<file path="src/hdl/smis_pkg.sv">
// ----------------------------------------------------------------------------
// smis_pkg
// Shared constants, opcodes and controller/datapath interface types.
// ----------------------------------------------------------------------------
package smis_pkg;

    localparam int MEM_WORDS  = 8192;
    localparam int PROG_WORDS = 512;
    localparam int AW  = $clog2(MEM_WORDS);
    localparam int SPW = $clog2(MEM_WORDS + 1);

    localparam logic [6:0] OP_POP   = 7'd0;
    localparam logic [6:0] OP_IPOP  = 7'd1;
    localparam logic [6:0] OP_PUSH  = 7'd2;
    localparam logic [6:0] OP_IPUSH = 7'd3;
    localparam logic [6:0] OP_PUSHI = 7'd4;
    localparam logic [6:0] OP_JMP   = 7'd5;
    localparam logic [6:0] OP_JNZ   = 7'd6;
    localparam logic [6:0] OP_CALL  = 7'd7;
    localparam logic [6:0] OP_RET   = 7'd8;
    localparam logic [6:0] OP_READ  = 7'd9;
    localparam logic [6:0] OP_WRITE = 7'd10;
    localparam logic [6:0] OP_ALU   = 7'd11;
    localparam logic [6:0] OP_RND   = 7'd12;
    localparam logic [6:0] OP_DUP   = 7'd13;
    localparam logic [6:0] OP_HALT  = 7'd99;

    localparam logic [3:0] ALU_EQ  = 4'd0;
    localparam logic [3:0] ALU_NE  = 4'd1;
    localparam logic [3:0] ALU_GE  = 4'd2;
    localparam logic [3:0] ALU_LE  = 4'd3;
    localparam logic [3:0] ALU_GT  = 4'd4;
    localparam logic [3:0] ALU_LT  = 4'd5;
    localparam logic [3:0] ALU_OR  = 4'd6;
    localparam logic [3:0] ALU_XOR = 4'd7;
    localparam logic [3:0] ALU_AND = 4'd8;
    localparam logic [3:0] ALU_NOT = 4'd9;
    localparam logic [3:0] ALU_ADD = 4'd10;
    localparam logic [3:0] ALU_SUB = 4'd11;
    localparam logic [3:0] ALU_MUL = 4'd12;
    localparam logic [3:0] ALU_DIV = 4'd13;
    localparam logic [3:0] ALU_MOD = 4'd14;
    localparam logic [3:0] ALU_NEG = 4'd15;

    localparam logic [1:0] ST_OK   = 2'd0;
    localparam logic [1:0] ST_HALT = 2'd1;
    localparam logic [1:0] ST_ERR  = 2'd2;

    // memory address source
    typedef enum logic [1:0] {
        A_SP_M1 = 2'd0,
        A_SP_M2 = 2'd1,
        A_OPND  = 2'd2,
        A_VALUE = 2'd3
    } t_asel;

    // register that captures read data
    typedef enum logic [1:0] {
        L_NONE = 2'd0,
        L_A    = 2'd1,
        L_B    = 2'd2
    } t_lsel;

    // commands from the controller
    typedef struct packed {
        logic       clear_step;
        logic [AW-1:0] clear_addr;
        logic       latch;
        t_asel      rd_sel;
        t_lsel      ld_sel;
        logic       div_start;
        logic       rnd;
        logic       finish;
    } t_cmd;

    // status back to the controller
    typedef struct packed {
        logic div_busy;
    } t_sts;

endpackage

</file>
<file path="src/hdl/smis_ctrl.sv">
// ----------------------------------------------------------------------------
// smis_ctrl
// Controller: clearing pass, handshakes and memory read sequencing.
// ----------------------------------------------------------------------------
module smis_ctrl import smis_pkg::*; (
    input  logic        i_clk,
    input  logic        i_rst_n,
    input  logic        i_valid,
    output logic        o_ready,
    input  logic [6:0]  i_opcode,
    input  logic [15:0] i_operand,
    output logic        o_valid,
    input  logic        i_ready,
    input  t_sts        i_sts,
    output t_cmd        o_cmd
);
    typedef enum logic [7:0] {
        S_CLEAR = 8'b0000_0001,
        S_IDLE  = 8'b0000_0010,
        S_RD1   = 8'b0000_0100,
        S_RD2   = 8'b0000_1000,
        S_RD3   = 8'b0001_0000,
        S_DIV   = 8'b0010_0000,
        S_EXEC  = 8'b0100_0000,
        S_OUT   = 8'b1000_0000
    } t_state;

    t_state        r_state, n_state;
    logic [AW-1:0] r_caddr;
    logic [6:0]    r_op;
    logic [15:0]   r_opnd;
    logic          w_acc;

    assign w_acc   = i_valid && o_ready;
    assign o_ready = (r_state == S_IDLE);
    assign o_valid = (r_state == S_OUT);

    // state register and latched instruction
    always_ff @(posedge i_clk) begin
        if (!i_rst_n) begin
            r_state <= S_CLEAR;
            r_caddr <= '0;
        end else begin
            r_state <= n_state;
            if (r_state == S_CLEAR) r_caddr <= r_caddr + AW'(1);
        end
    end

    always_ff @(posedge i_clk) begin
        if (w_acc) begin
            r_op   <= i_opcode;
            r_opnd <= i_operand;
        end
    end

    // next state and commands
    always_comb begin
        n_state = r_state;
        o_cmd = '0;
        o_cmd.clear_addr = r_caddr;
        o_cmd.rd_sel = A_SP_M1;
        o_cmd.ld_sel = L_NONE;
        case (r_state)
            S_CLEAR: begin
                o_cmd.clear_step = 1'b1;
                if (r_caddr == AW'(MEM_WORDS - 1)) n_state = S_IDLE;
            end
            S_IDLE: begin
                o_cmd.latch = w_acc;
                if (w_acc) n_state = S_RD1;
            end
            S_RD1: begin
                // first read: top word, or operand address for push x / write
                if (r_op == OP_PUSH || r_op == OP_WRITE) o_cmd.rd_sel = A_OPND;
                else o_cmd.rd_sel = A_SP_M1;
                n_state = S_RD2;
            end
            S_RD2: begin
                o_cmd.ld_sel = L_B;
                if (r_op == OP_ALU) o_cmd.rd_sel = A_SP_M2;
                else if (r_op == OP_IPOP) o_cmd.rd_sel = A_SP_M2;
                else o_cmd.rd_sel = A_VALUE;
                n_state = S_RD3;
            end
            S_RD3: begin
                o_cmd.ld_sel = L_A;
                if ((r_op == OP_ALU && (r_opnd == 16'(ALU_DIV) || r_opnd == 16'(ALU_MOD)))
                    || r_op == OP_RND) begin
                    o_cmd.div_start = 1'b1;
                    o_cmd.rnd = (r_op == OP_RND);
                    n_state = S_DIV;
                end else begin
                    n_state = S_EXEC;
                end
            end
            S_DIV: begin
                o_cmd.rnd = (r_op == OP_RND);
                if (!i_sts.div_busy) n_state = S_EXEC;
            end
            S_EXEC: begin
                o_cmd.finish = 1'b1;
                n_state = S_OUT;
            end
            S_OUT: begin
                if (i_ready) n_state = S_IDLE;
            end
            default: n_state = S_IDLE;
        endcase
    end
endmodule

</file>
<file path="config.mk">
export PLATFORM = sky130hd
export DESIGN_NAME = smis_ctrl
export DESIGN_NICKNAME = d
export VERILOG_FILES = /design/src/hdl/smis_pkg.sv /design/src/hdl/smis_ctrl.sv
export SDC_FILE = /design/constraint.sdc
export NUM_CORES = 1
export LEC_CHECK = 0
export ABC_AREA = 1
export BUFFER_PORTS_ARGS = -buffer_cell sky130_fd_sc_hd__buf_2
export CAP_MARGIN = 20
export CORE_MARGIN = 2
export CORE_UTILIZATION = 52
export DETAILED_ROUTE_END_ITERATION = 8
export PLACE_DENSITY = 0.86
export SYNTH_ARGS = -nofsm -noshare
export SYNTH_HDL_FRONTEND = slang
export SYNTH_SLANG_ARGS = --single-unit
</file>
<file path="constraint.sdc">
create_clock -name i_clk -period 2.84 [get_ports i_clk]
set_input_delay 0.568 -clock i_clk [delete_from_list [all_inputs] [get_ports i_clk]]
set_output_delay 0.568 -clock i_clk [all_outputs]
set_load 0.02 [all_outputs]
</file>
==> impl_results.md, run 1 <==
- RSZ-0062 raised after global routing: no
- Pre-CTS setup slack: 0.9125 ns
- Final Setup Violations: 0
- Layout area overhead: 20.76%
- EDFF count, synth: 23
- Final std cells w/o fill: 345
- Setup Skew: 0.009276 ns
- GR Util All Layers: 19.78%
- Synth Instances: 241
- DRC errors left: 0
- Buffers on Ports: 51
- CP startpoint: r_state[4]
- Placed cells: 337
- Core area: 0.003689 mm²
- Placer Congestion: 0.8253
- Lkg Pwr: 1.045 nW
- Top-area cell type share of the netlist area: 34.20%
- Post-CTS sizing: 0
- Relative slew slack: 75.71%
- Leading area contributor after synthesis: edfxtp_1
- Critical path capture point: o_cmd[6]
- Iter 0 DRT Violations: 65
- Die extent in y: 66.32 µm
- Hold buffers post-CTS: 0
- Critical Path AT: 1.69 ns
- Clock Latency Late Sink: 0.31 ns
- Maximum clock path buffer count: 2
- H-tree Lvls: 2
- First-pass GRT wire length: 6506 µm
- Crit path time final: 2.260 ns
- FMAX: 0.4425 GHz
- Routed Antenna Nets: 0
- Crit path kind: reg -> out
- Transition time of the tightest slew-check pin: 0.3639 ns
- RR Startpoint: r_state[4]
- Horiz. Die Dim: 66.32 µm
- Final hold violation count: 0
- Initial core utilization: 54.75%
- Reg clk slew, reported paths: 0.09 ns
- Share of layout cells above drive strength 1: 24.24%
- Required @ worst endpoint: 2.27 ns
- Post-layout util: 66.11%
- Pin count of the biggest net entering global routing: 24
- Initial antenna violation count: 0
- IO Pins: 52
- Hold Path Class: in -> reg
- Root buffer cell: clkbuf_8
- RR Endpoint: r_opnd[5]
- DR vias: 1702
- Die area: 0.004398 mm²
- Synth unique cells: 25
- Crit-path slowest cell: dfxtp_1
- Period utilisation layout: 79.58%
- Total power: 1.761 mW
- Worst-path cell chain: nor2_2 -> nand2_4 -> nor2_1 -> inv_1 -> o41ai_1 -> buf_2
- Pre-antenna DRT Iters: 4
- Post-Synthesis Cell Area: 0.002019 mm²
- Clock sinks: 44
- Total wire length: 3902 µm
- Crit end category: output port
- Most frequent cells after synthesis: nor2_1, nand2_1, inv_1
- Site Rows: 22
- Antenna Diode Count: 0
- Vias per inst: 4.933
- Placed cell area: 0.002322 mm²
- DR WL/cell: 11.31 µm
- Inserted Clock Buffers: 5
- Post-CTS Setup Repair Bufs: 0
- Worst path depth: 6
- Max VDD drop: 0.5822 mV
- YS warnings: 0
- Syn Nets: 270
- Count of pins over their slew limit: 0
- Max_cap viols: 0
- CP delay by family, top: simple AND/OR/NAND/NOR gates
- Fillers: 320
- Top post-synthesis cells by area: edfxtp_1, dfxtp_1, nor2_1, nand2_1, inv_1
- Dominant synthesized flop cell: edfxtp_1
- Largest stage delay on the critical path: 0.34 ns
- CTS tree: yes
- Sequential area share after synthesis: 55.02%
- Pwr dens: 722.2 mW/mm²
- Setup TNS: 0 ns
- WP buf/inv: 2
- Post-DP HPWL: 2957 µm
- Post-route cell area: 0.002439 mm²
- Final nets: 325
- Worst hold slack: 0.4304 ns
- Final worst slack: 0.5799 ns
- Vias in the first global route: 1518
- #FFs+latches synth: 44
- Syn avg cell area: 8.379 µm²
- Status: finished, final reports clean
- CP max FO: 6
- FF-to-FF path depth: 6
- Top-count cell post-synth: nor2_1
- CP Launch Type: flip-flop
- Reg-to-reg setup timing slack: 1.15 ns
- Final global-route overflow total: 0
- FFs w/ async S/R, synth: 0%
==> final cells by class <==
cell class,count,area (µm²),share of cell area [%]
clock buffer,5,68.82,2.822
clock inverter,3,47.55,1.950
inverter,34,132.6,5.439
multi-input combinational,159,755.7,30.99
sequential,44,1111,45.56
tap,48,60.06,2.463
timing repair buffer,52,262.8,10.77
==> kinds of logic (layout without fill, tap and decap cells) <==
kind of cell / Yosys count / after routing / synth area share (%)
AO/OA/AOI/OAI: 20 / 20 / 5.514
XOR/XNOR: 4 / 4 / 1.735
adder cells (fa/ha/maj): 1 / 1 / 0.6195
buffers and inverters: 38 / 94 / 7.683
flip-flops: 44 / 44 / 55.02
AND/OR/NAND/NOR: 134 / 134 / 29.43
==> power breakdown <==
part           total, mW  switching (mW)  leakage, nW  internal [mW]
Combinational      0.478           0.334        0.608          0.144
Clock              0.489           0.225       0.0583          0.265
Sequential         0.794          0.0487        0.379          0.745
Total               1.76           0.607         1.04           1.15
==> layer usage <==
metal	GRT usage [%]	routed length, µm	part of all wire [%]	up-vias
met1	24.64	1773	45	775
met4	8.418	55	1.4	0
met2	32.88	1863	48	36
li1	-	-	-	886
met3	4.429	210	5.4	5
met5	0	0	0	-
==> registers in the layout (all words and copies together) (netlist names) <==
register	cells
r_state	8
r_op	7
r_opnd	16
r_caddr	13
==> layout by cell type, fill, tap and decap left out, drive strengths merged, types with 3 or more instances in the layout <==
cell and count:
nand2 50, a21oi 9, dfxtp 21, nor2 55, inv 34, nand4 3
buf 52, clkbuf 5, xnor2 3, o21ai 8, nand3 17, nor3 7
edfxtp 23
==> worst min path at each step <==
stage	slack [ns]	startpoint	end	depth (start not counted)
after floorplan	0.48	r_state[3]	r_state[4]	2
after global placement	0.48	r_caddr[5]	r_caddr[5]	2
after detailed placement	0.49	r_caddr[4]	r_caddr[4]	2
after CTS	0.42	i_operand[0]	r_opnd[0]	1
after global routing	0.42	i_opcode[4]	r_op[4]	1
final	0.43	i_operand[0]	r_opnd[0]	1
(Power assumes the default switching activity.)
==> inputs of run 2 (changes only) <==
- clock period: 2.84 -> 2.15 ns (I/O delays scaled with it)
==> impl_results.md, run 2 (synthesis results as in run 1) <==
- Status: finished, final reports clean
- Clock sinks: 44 (unchanged)
- Pre-antenna DRT Iters: 5 (+1)
- RSZ-0062 raised after global routing: no
- Worst hold slack: 0.2866 ns (-0.1437 ns)
- Reg clk slew, reported paths: 0.09 ns (about the same)
- Max VDD drop: 0.6096 mV (+4.7%)
- Inserted Clock Buffers: 5 (unchanged)
- Post-DP HPWL: 3197 µm (+8.1%)
- DR vias: 1756 (+3.2%)
- Layout area overhead: 22.68%
- Buffers on Ports: 51 (unchanged)
- DRC errors left: 0 (unchanged)
- Commonest non-fill, non-tap cell in the layout: buf_2
- Count of pins over their slew limit: 0 (unchanged)
- Met1 Resource Use GR: 24.48% (-0.17 points)
- Comb pwr share: 29.7% (+2.6 points)
- Pre-CTS setup slack: 0.3331 ns (-0.5793 ns)
- Share of layout cells above drive strength 1: 26.91% (+2.7 points)
- Crit path time final: 2.050 ns
- Internal power: 1.419 mW (+23%)
- Antenna Diode Count: 0 (unchanged)
- Met3 Use GR: 7.155% (+2.7 points)
- Lkg Pwr: 1.056 nW (+1.0%)
- Setup Skew: 0.008196 ns (-0.001081 ns)
- Biggest regs: r_opnd (16), r_caddr (13), r_state (8)
- Site Rows: 22 (unchanged)
- Clock Power Share: 23.1% (-4.7 points)
- Period utilisation layout: 95.35%
- Reg power frac: 47.2% (+2.1 points)
- CP max FO: 6 (unchanged)
- Vias per inst: 5.032 (+2.0%)
- Final Setup Violations: 0 (unchanged)
- Critical Path AT: 1.62 ns (-0.07 ns)
- P_sw: 809.3 µW (+33%)
- Placer Congestion: 0.8041 (-2.6%)
- Setup TNS: 0 ns (unchanged)
- Final nets: 329 (+1.2%)
- Most flops, register: r_opnd
- Transition time of the tightest slew-check pin: 0.3591 ns (-0.004757 ns)
- Met2 usage in global routing: 37.38% (+4.5 points)
- Switching share of total power: 36.32% (+1.8 points)
- IO Pins: 52 (unchanged)
- GR Util All Layers: 21.61% (+1.8 points)
- CTS tree: yes
- Routed Antenna Nets: 0 (unchanged)
- Highest-count cells in the layout ignoring fill and taps: buf_2, nor2_1, nand2_1, inv_1, edfxtp_1
- FMAX: 0.4878 GHz
- Busiest layer in global routing: met2
- DR WL/cell: 12.03 µm (+6.3%)
- Max_cap viols: 0 (unchanged)
- Clock Latency Late Sink: 0.31 ns (about the same)
- Final hold violation count: 0 (unchanged)
- Maximum clock path buffer count: 2 (unchanged)
- Die area: 0.004398 mm² (unchanged)
- Core area: 0.003689 mm² (unchanged)
- Initial antenna violation count: 0 (unchanged)
- Hold Path Class: in -> reg
- Vias in the first global route: 1667 (+9.8%)
- Relative slew slack: 76.03% (+0.32 points)
- Horiz. Die Dim: 66.32 µm (unchanged)
- Crit path kind: reg -> out
- CP Launch Type: flip-flop
- Final worst slack: 0.09990 ns (-0.4800 ns)
- First-pass GRT wire length: 7010 µm (+7.7%)
- Hold buffers post-CTS: 0 (unchanged)
- Final global-route overflow total: 0 (unchanged)
- Pwr dens: 899.4 mW/mm² (+25%)
- Initial core utilization: 54.75% (unchanged)
- Post-route cell area: 0.002477 mm² (+1.6%)
- Total wire length: 4197 µm (+7.6%)
- Iter 0 DRT Violations: 92 (+42%)
- Root buffer cell: clkbuf_8
- Pin count of the biggest net entering global routing: 17 (-29%)
- Placed cell area: 0.002330 mm² (+0.32%)
- Die extent in y: 66.32 µm (unchanged)
- Crit end category: output port
- Required @ worst endpoint: 1.72 ns (-0.55 ns)
- H-tree Lvls: 2 (unchanged)
- Number of flip-flops in the largest register: 16 (unchanged)
run 2: cell count changes in the layout (fill, tap and decap cells not counted), moves of 2 or more:
cell	previous run	this run
clkinvlp_4	0	2
nor2_1	49	45
clkinv_4	2	0
buf_4	1	6
nor2_4	1	4
run 2: worst max-delay path, stage by stage, from the launching register on:
cell      delay [ns]
dfxtp_1         0.34
nor2_2          0.18
nand2_4         0.12
nor2_1          0.25
nand3b_1        0.13
o41ai_2         0.07
buf_2           0.21
run 2: layout make-up:
type	instances	area (µm²)
clock inverter	3	18.77
multi-input combinational	159	790.8
clock buffer	5	68.82
fill	324	1211
inverter	34	132.6
sequential	44	1111
timing repair buffer	56	295.3
tap	48	60.06
run 2: timing repair:
action                                  in CTS  in global routing
pin swaps                                    1                  2
endpoints found under the setup margin       1                  3
resized for setup                            0                  8
buffers inserted                             0                  4
run 2: per-stage QoR:
step	power, mW	std cells	utilization [%]
global route	2.351	349	67.16
floorplan	1.530	241	-
finish	2.228	349	67.16
global placement	1.680	337	63.16
detailed placement	1.704	337	63.16
CTS	2.205	345	65.54
run 2: final timing paths:
kind | cells past startpoint | startpoint | slack [ns] | to
worst min register to register | 2 | r_caddr[4] | 0.50 | r_caddr[4]
worst min-delay path | 1 | i_operand[1] | 0.29 | r_opnd[1]
worst max-delay path | 6 | r_state[7] | 0.1 | o_cmd[6]
worst max register to register | 6 | r_state[7] | 0.47 | r_op[3]
run 2: power groups by stage:
| stage | Combinational, mW | Clock [mW] | Sequential [mW] |
|---|---|---|---|
| global route | 0.733 | 0.553 | 1.06 |
| global placement | 0.619 | 0 | 1.06 |
| finish | 0.661 | 0.514 | 1.05 |
| floorplan | 0.458 | 0 | 1.07 |
| CTS | 0.638 | 0.519 | 1.05 |
| detailed placement | 0.637 | 0 | 1.07 |
run 2: layer usage:
| metal | part of all wire, % | up-vias |
|---|---|---|
| met5 | 0 | - |
| met3 | 6.2 | 6 |
| met1 | 41 | 813 |
| met2 | 52 | 48 |
| li1 | - | 889 |
| met4 | 1.6 | 0 |
==> inputs of run 3 (changes only) <==
- CORE_MARGIN: 2 -> unset
==> impl_results.md, run 3 (synthesis results as in run 1) <==
- Status: finished, final reports clean
- Metal3 WL: 260 µm (unchanged)
- Setup Skew: 0.009234 ns (+0.001039 ns)
- Biggest regs: r_opnd (16), r_caddr (13), r_state (8)
- Final hold violation count: 0 (unchanged)
- Count of pins over their slew limit: 0 (unchanged)
- Met1 WL: 1705 µm (+0.12%)
- Vias per inst: 5.000 (-0.63%)
- Fillers: 299 (-7.7%)
- Vias in the first global route: 1644 (-1.4%)
- Total wire length: 4056 µm (-3.4%)
- Inserted Clock Buffers: 5 (unchanged)
- Internal power: 1.544 mW (+8.8%)
- First-pass GRT wire length: 6851 µm (-2.3%)
- Post-DP HPWL: 2974 µm (-7.0%)
- Final Setup Violations: 0 (unchanged)
- Hold Path Class: in -> reg
- Pwr dens: 943.7 mW/mm² (+4.9%)
- Hold buffers post-CTS: 0 (unchanged)
- Reg clk slew, reported paths: 0.09 ns (about the same)
- Switching share of total power: 34.50% (-1.8 points)
- Layout area overhead: 23.67%
- Transition time of the tightest slew-check pin: 0.3534 ns (-0.005694 ns)
- Met2 Wirelength: 1988 µm (-8.2%)
- Pin count of the biggest net entering global routing: 17 (unchanged)
- Setup TNS: 0 ns (unchanged)
- Initial core utilization: 54.75% (unchanged)
- CP Launch Type: flip-flop
- Initial antenna violation count: 0 (unchanged)
- Die area: 0.004136 mm² (-5.9%)
- Critical Path AT: 1.61 ns (about the same)
- Commonest non-fill, non-tap cell in the layout: buf_2
- Routed Antenna Nets: 0 (unchanged)
- Max_cap viols: 0 (unchanged)
- Pre-antenna DRT Iters: 4 (-1)
- Core area: 0.003689 mm² (unchanged)
- Relative slew slack: 76.41% (+0.38 points)
- DR WL/cell: 11.66 µm (-3.1%)
- Crit path time final: 2.035 ns (-0.01485 ns)
- Buffers on Ports: 51 (unchanged)
- Final std cells w/o fill: 348 (-0.29%)
- Crit path kind: reg -> out
- Max Used Layer: met4
- DR vias: 1740 (-0.91%)
- Worst-path cell chain: nor2_2 -> nand3_1 -> nor2_1 -> inv_1 -> o41ai_2 -> buf_2
- Crit-path slowest cell: dfxtp_1
- Placer Congestion: 0.8362 (+4.0%)
- Die extent in y: 64.32 µm (-3.0%)
- Final global-route overflow total: 0 (unchanged)
- CP max FO: 5 (-1)
- H-tree Lvls: 2 (unchanged)
- Required @ worst endpoint: 1.72 ns (about the same)
- Iter 0 DRT Violations: 112 (+22%)
- Lkg Pwr: 1.070 nW (+1.4%)
- Highest-count cells in the layout ignoring fill and taps: buf_2, nor2_1, nand2_1, inv_1, edfxtp_1
- Comb pwr share: 27.8% (-1.9 points)
- CTS tree: yes
- Clock Power Share: 27.4% (+4.3 points)
- Reg power frac: 44.8% (-2.4 points)
- Placed cells: 337 (unchanged)
- Crit end category: output port
- DRC errors left: 0 (unchanged)
- FMAX: 0.4913 GHz (+0.73%)
- IO Pins: 52 (unchanged)
- Largest stage delay on the critical path: 0.37 ns (+0.03 ns)
- Clock Latency Late Sink: 0.31 ns (about the same)
- Site Rows: 22 (unchanged)
- Antenna Diode Count: 0 (unchanged)
- Max VDD drop: 0.6292 mV (+3.2%)
- Number of flip-flops in the largest register: 16 (unchanged)
- Horiz. Die Dim: 64.32 µm (-3.0%)
- GR Util All Layers: 22.09% (+0.48 points)
- Root buffer cell: clkbuf_8
- Share of layout cells above drive strength 1: 26.67% (-0.24 points)
- Period utilisation layout: 94.66% (-0.69 points)
- CP delay by family, top: simple AND/OR/NAND/NOR gates
- Maximum clock path buffer count: 2 (unchanged)
- Clock sinks: 44 (unchanged)
- WP buf/inv: 2 (+1)
- Reg-to-reg setup timing slack: 0.57 ns (+0.10 ns)
- P_sw: 813.1 µW (+0.47%)
- Final nets: 328 (-0.30%)
- Most flops, register: r_opnd
==> run 3: through the flow <==
stage                     worst slack (ns)  total power [mW]  utilization, %  instance area [µm²]  hold slack [ns]
final                               0.1148             2.357           67.71                 2497           0.2901
after detailed placement            0.3449             1.694           63.16                 2330           0.4863
after CTS                          0.01842             2.339           66.35                 2447           0.2860
after floorplan                    0.07382             1.530               -                 2029           0.4768
after global placement              0.4087             1.685           63.16                 2330           0.4762
after global routing              -0.02993             2.487           67.71                 2497           0.2797
==> run 3: power groups by stage <==
| stage | registers, mW | clock network, mW | logic [mW] |
|---|---|---|---|
| after floorplan | 1.07 | 0 | 0.458 |
| after global placement | 1.06 | 0 | 0.627 |
| after detailed placement | 1.06 | 0 | 0.631 |
| after CTS | 1.05 | 0.655 | 0.637 |
| after global routing | 1.07 | 0.696 | 0.725 |
| final | 1.06 | 0.647 | 0.655 |
==> run 3: final timing paths <==
check              start         end  depth (start not counted)
max reg2reg   r_state[4]  r_opnd[15]                          6
min reg2reg   r_caddr[5]  r_caddr[5]                          2
max           r_state[1]    o_cmd[6]                          6
min          i_opcode[0]     r_op[0]                          1
==> run 3: metal layers <==
metal / GRT usage [%] / vias up
met5: 0 / -
met4: 10.00 / 0
met3: 5.893 / 11
met2: 37.37 / 62
met1: 26.01 / 773
li1: - / 894
==> run 3: worst register-to-register path: cells and delay by family (launching register included) <==
family / cells / cell delay [ns]
buffers and inverters: 2 / 0.36
flip-flops: 1 / 0.35
AND/OR/NAND/NOR: 4 / 0.57
==> run 3: repair_timing <==
action / in CTS / in global routing
setup buffers: 0 / 3
pin swaps: 0 / 2
gates resized for setup: 1 / 6
endpoints found under the setup margin: 1 / 3
==> run 3: final cells by class <==
cell class	instances	area, µm²	share of cell area [%]
tap	48	60.06	2.405
timing repair buffer	55	285.3	11.42
multi-input combinational	159	793.3	31.76
sequential	44	1111	44.49
inverter	34	132.6	5.311
clock buffer	5	68.82	2.756
clock inverter	3	46.29	1.854
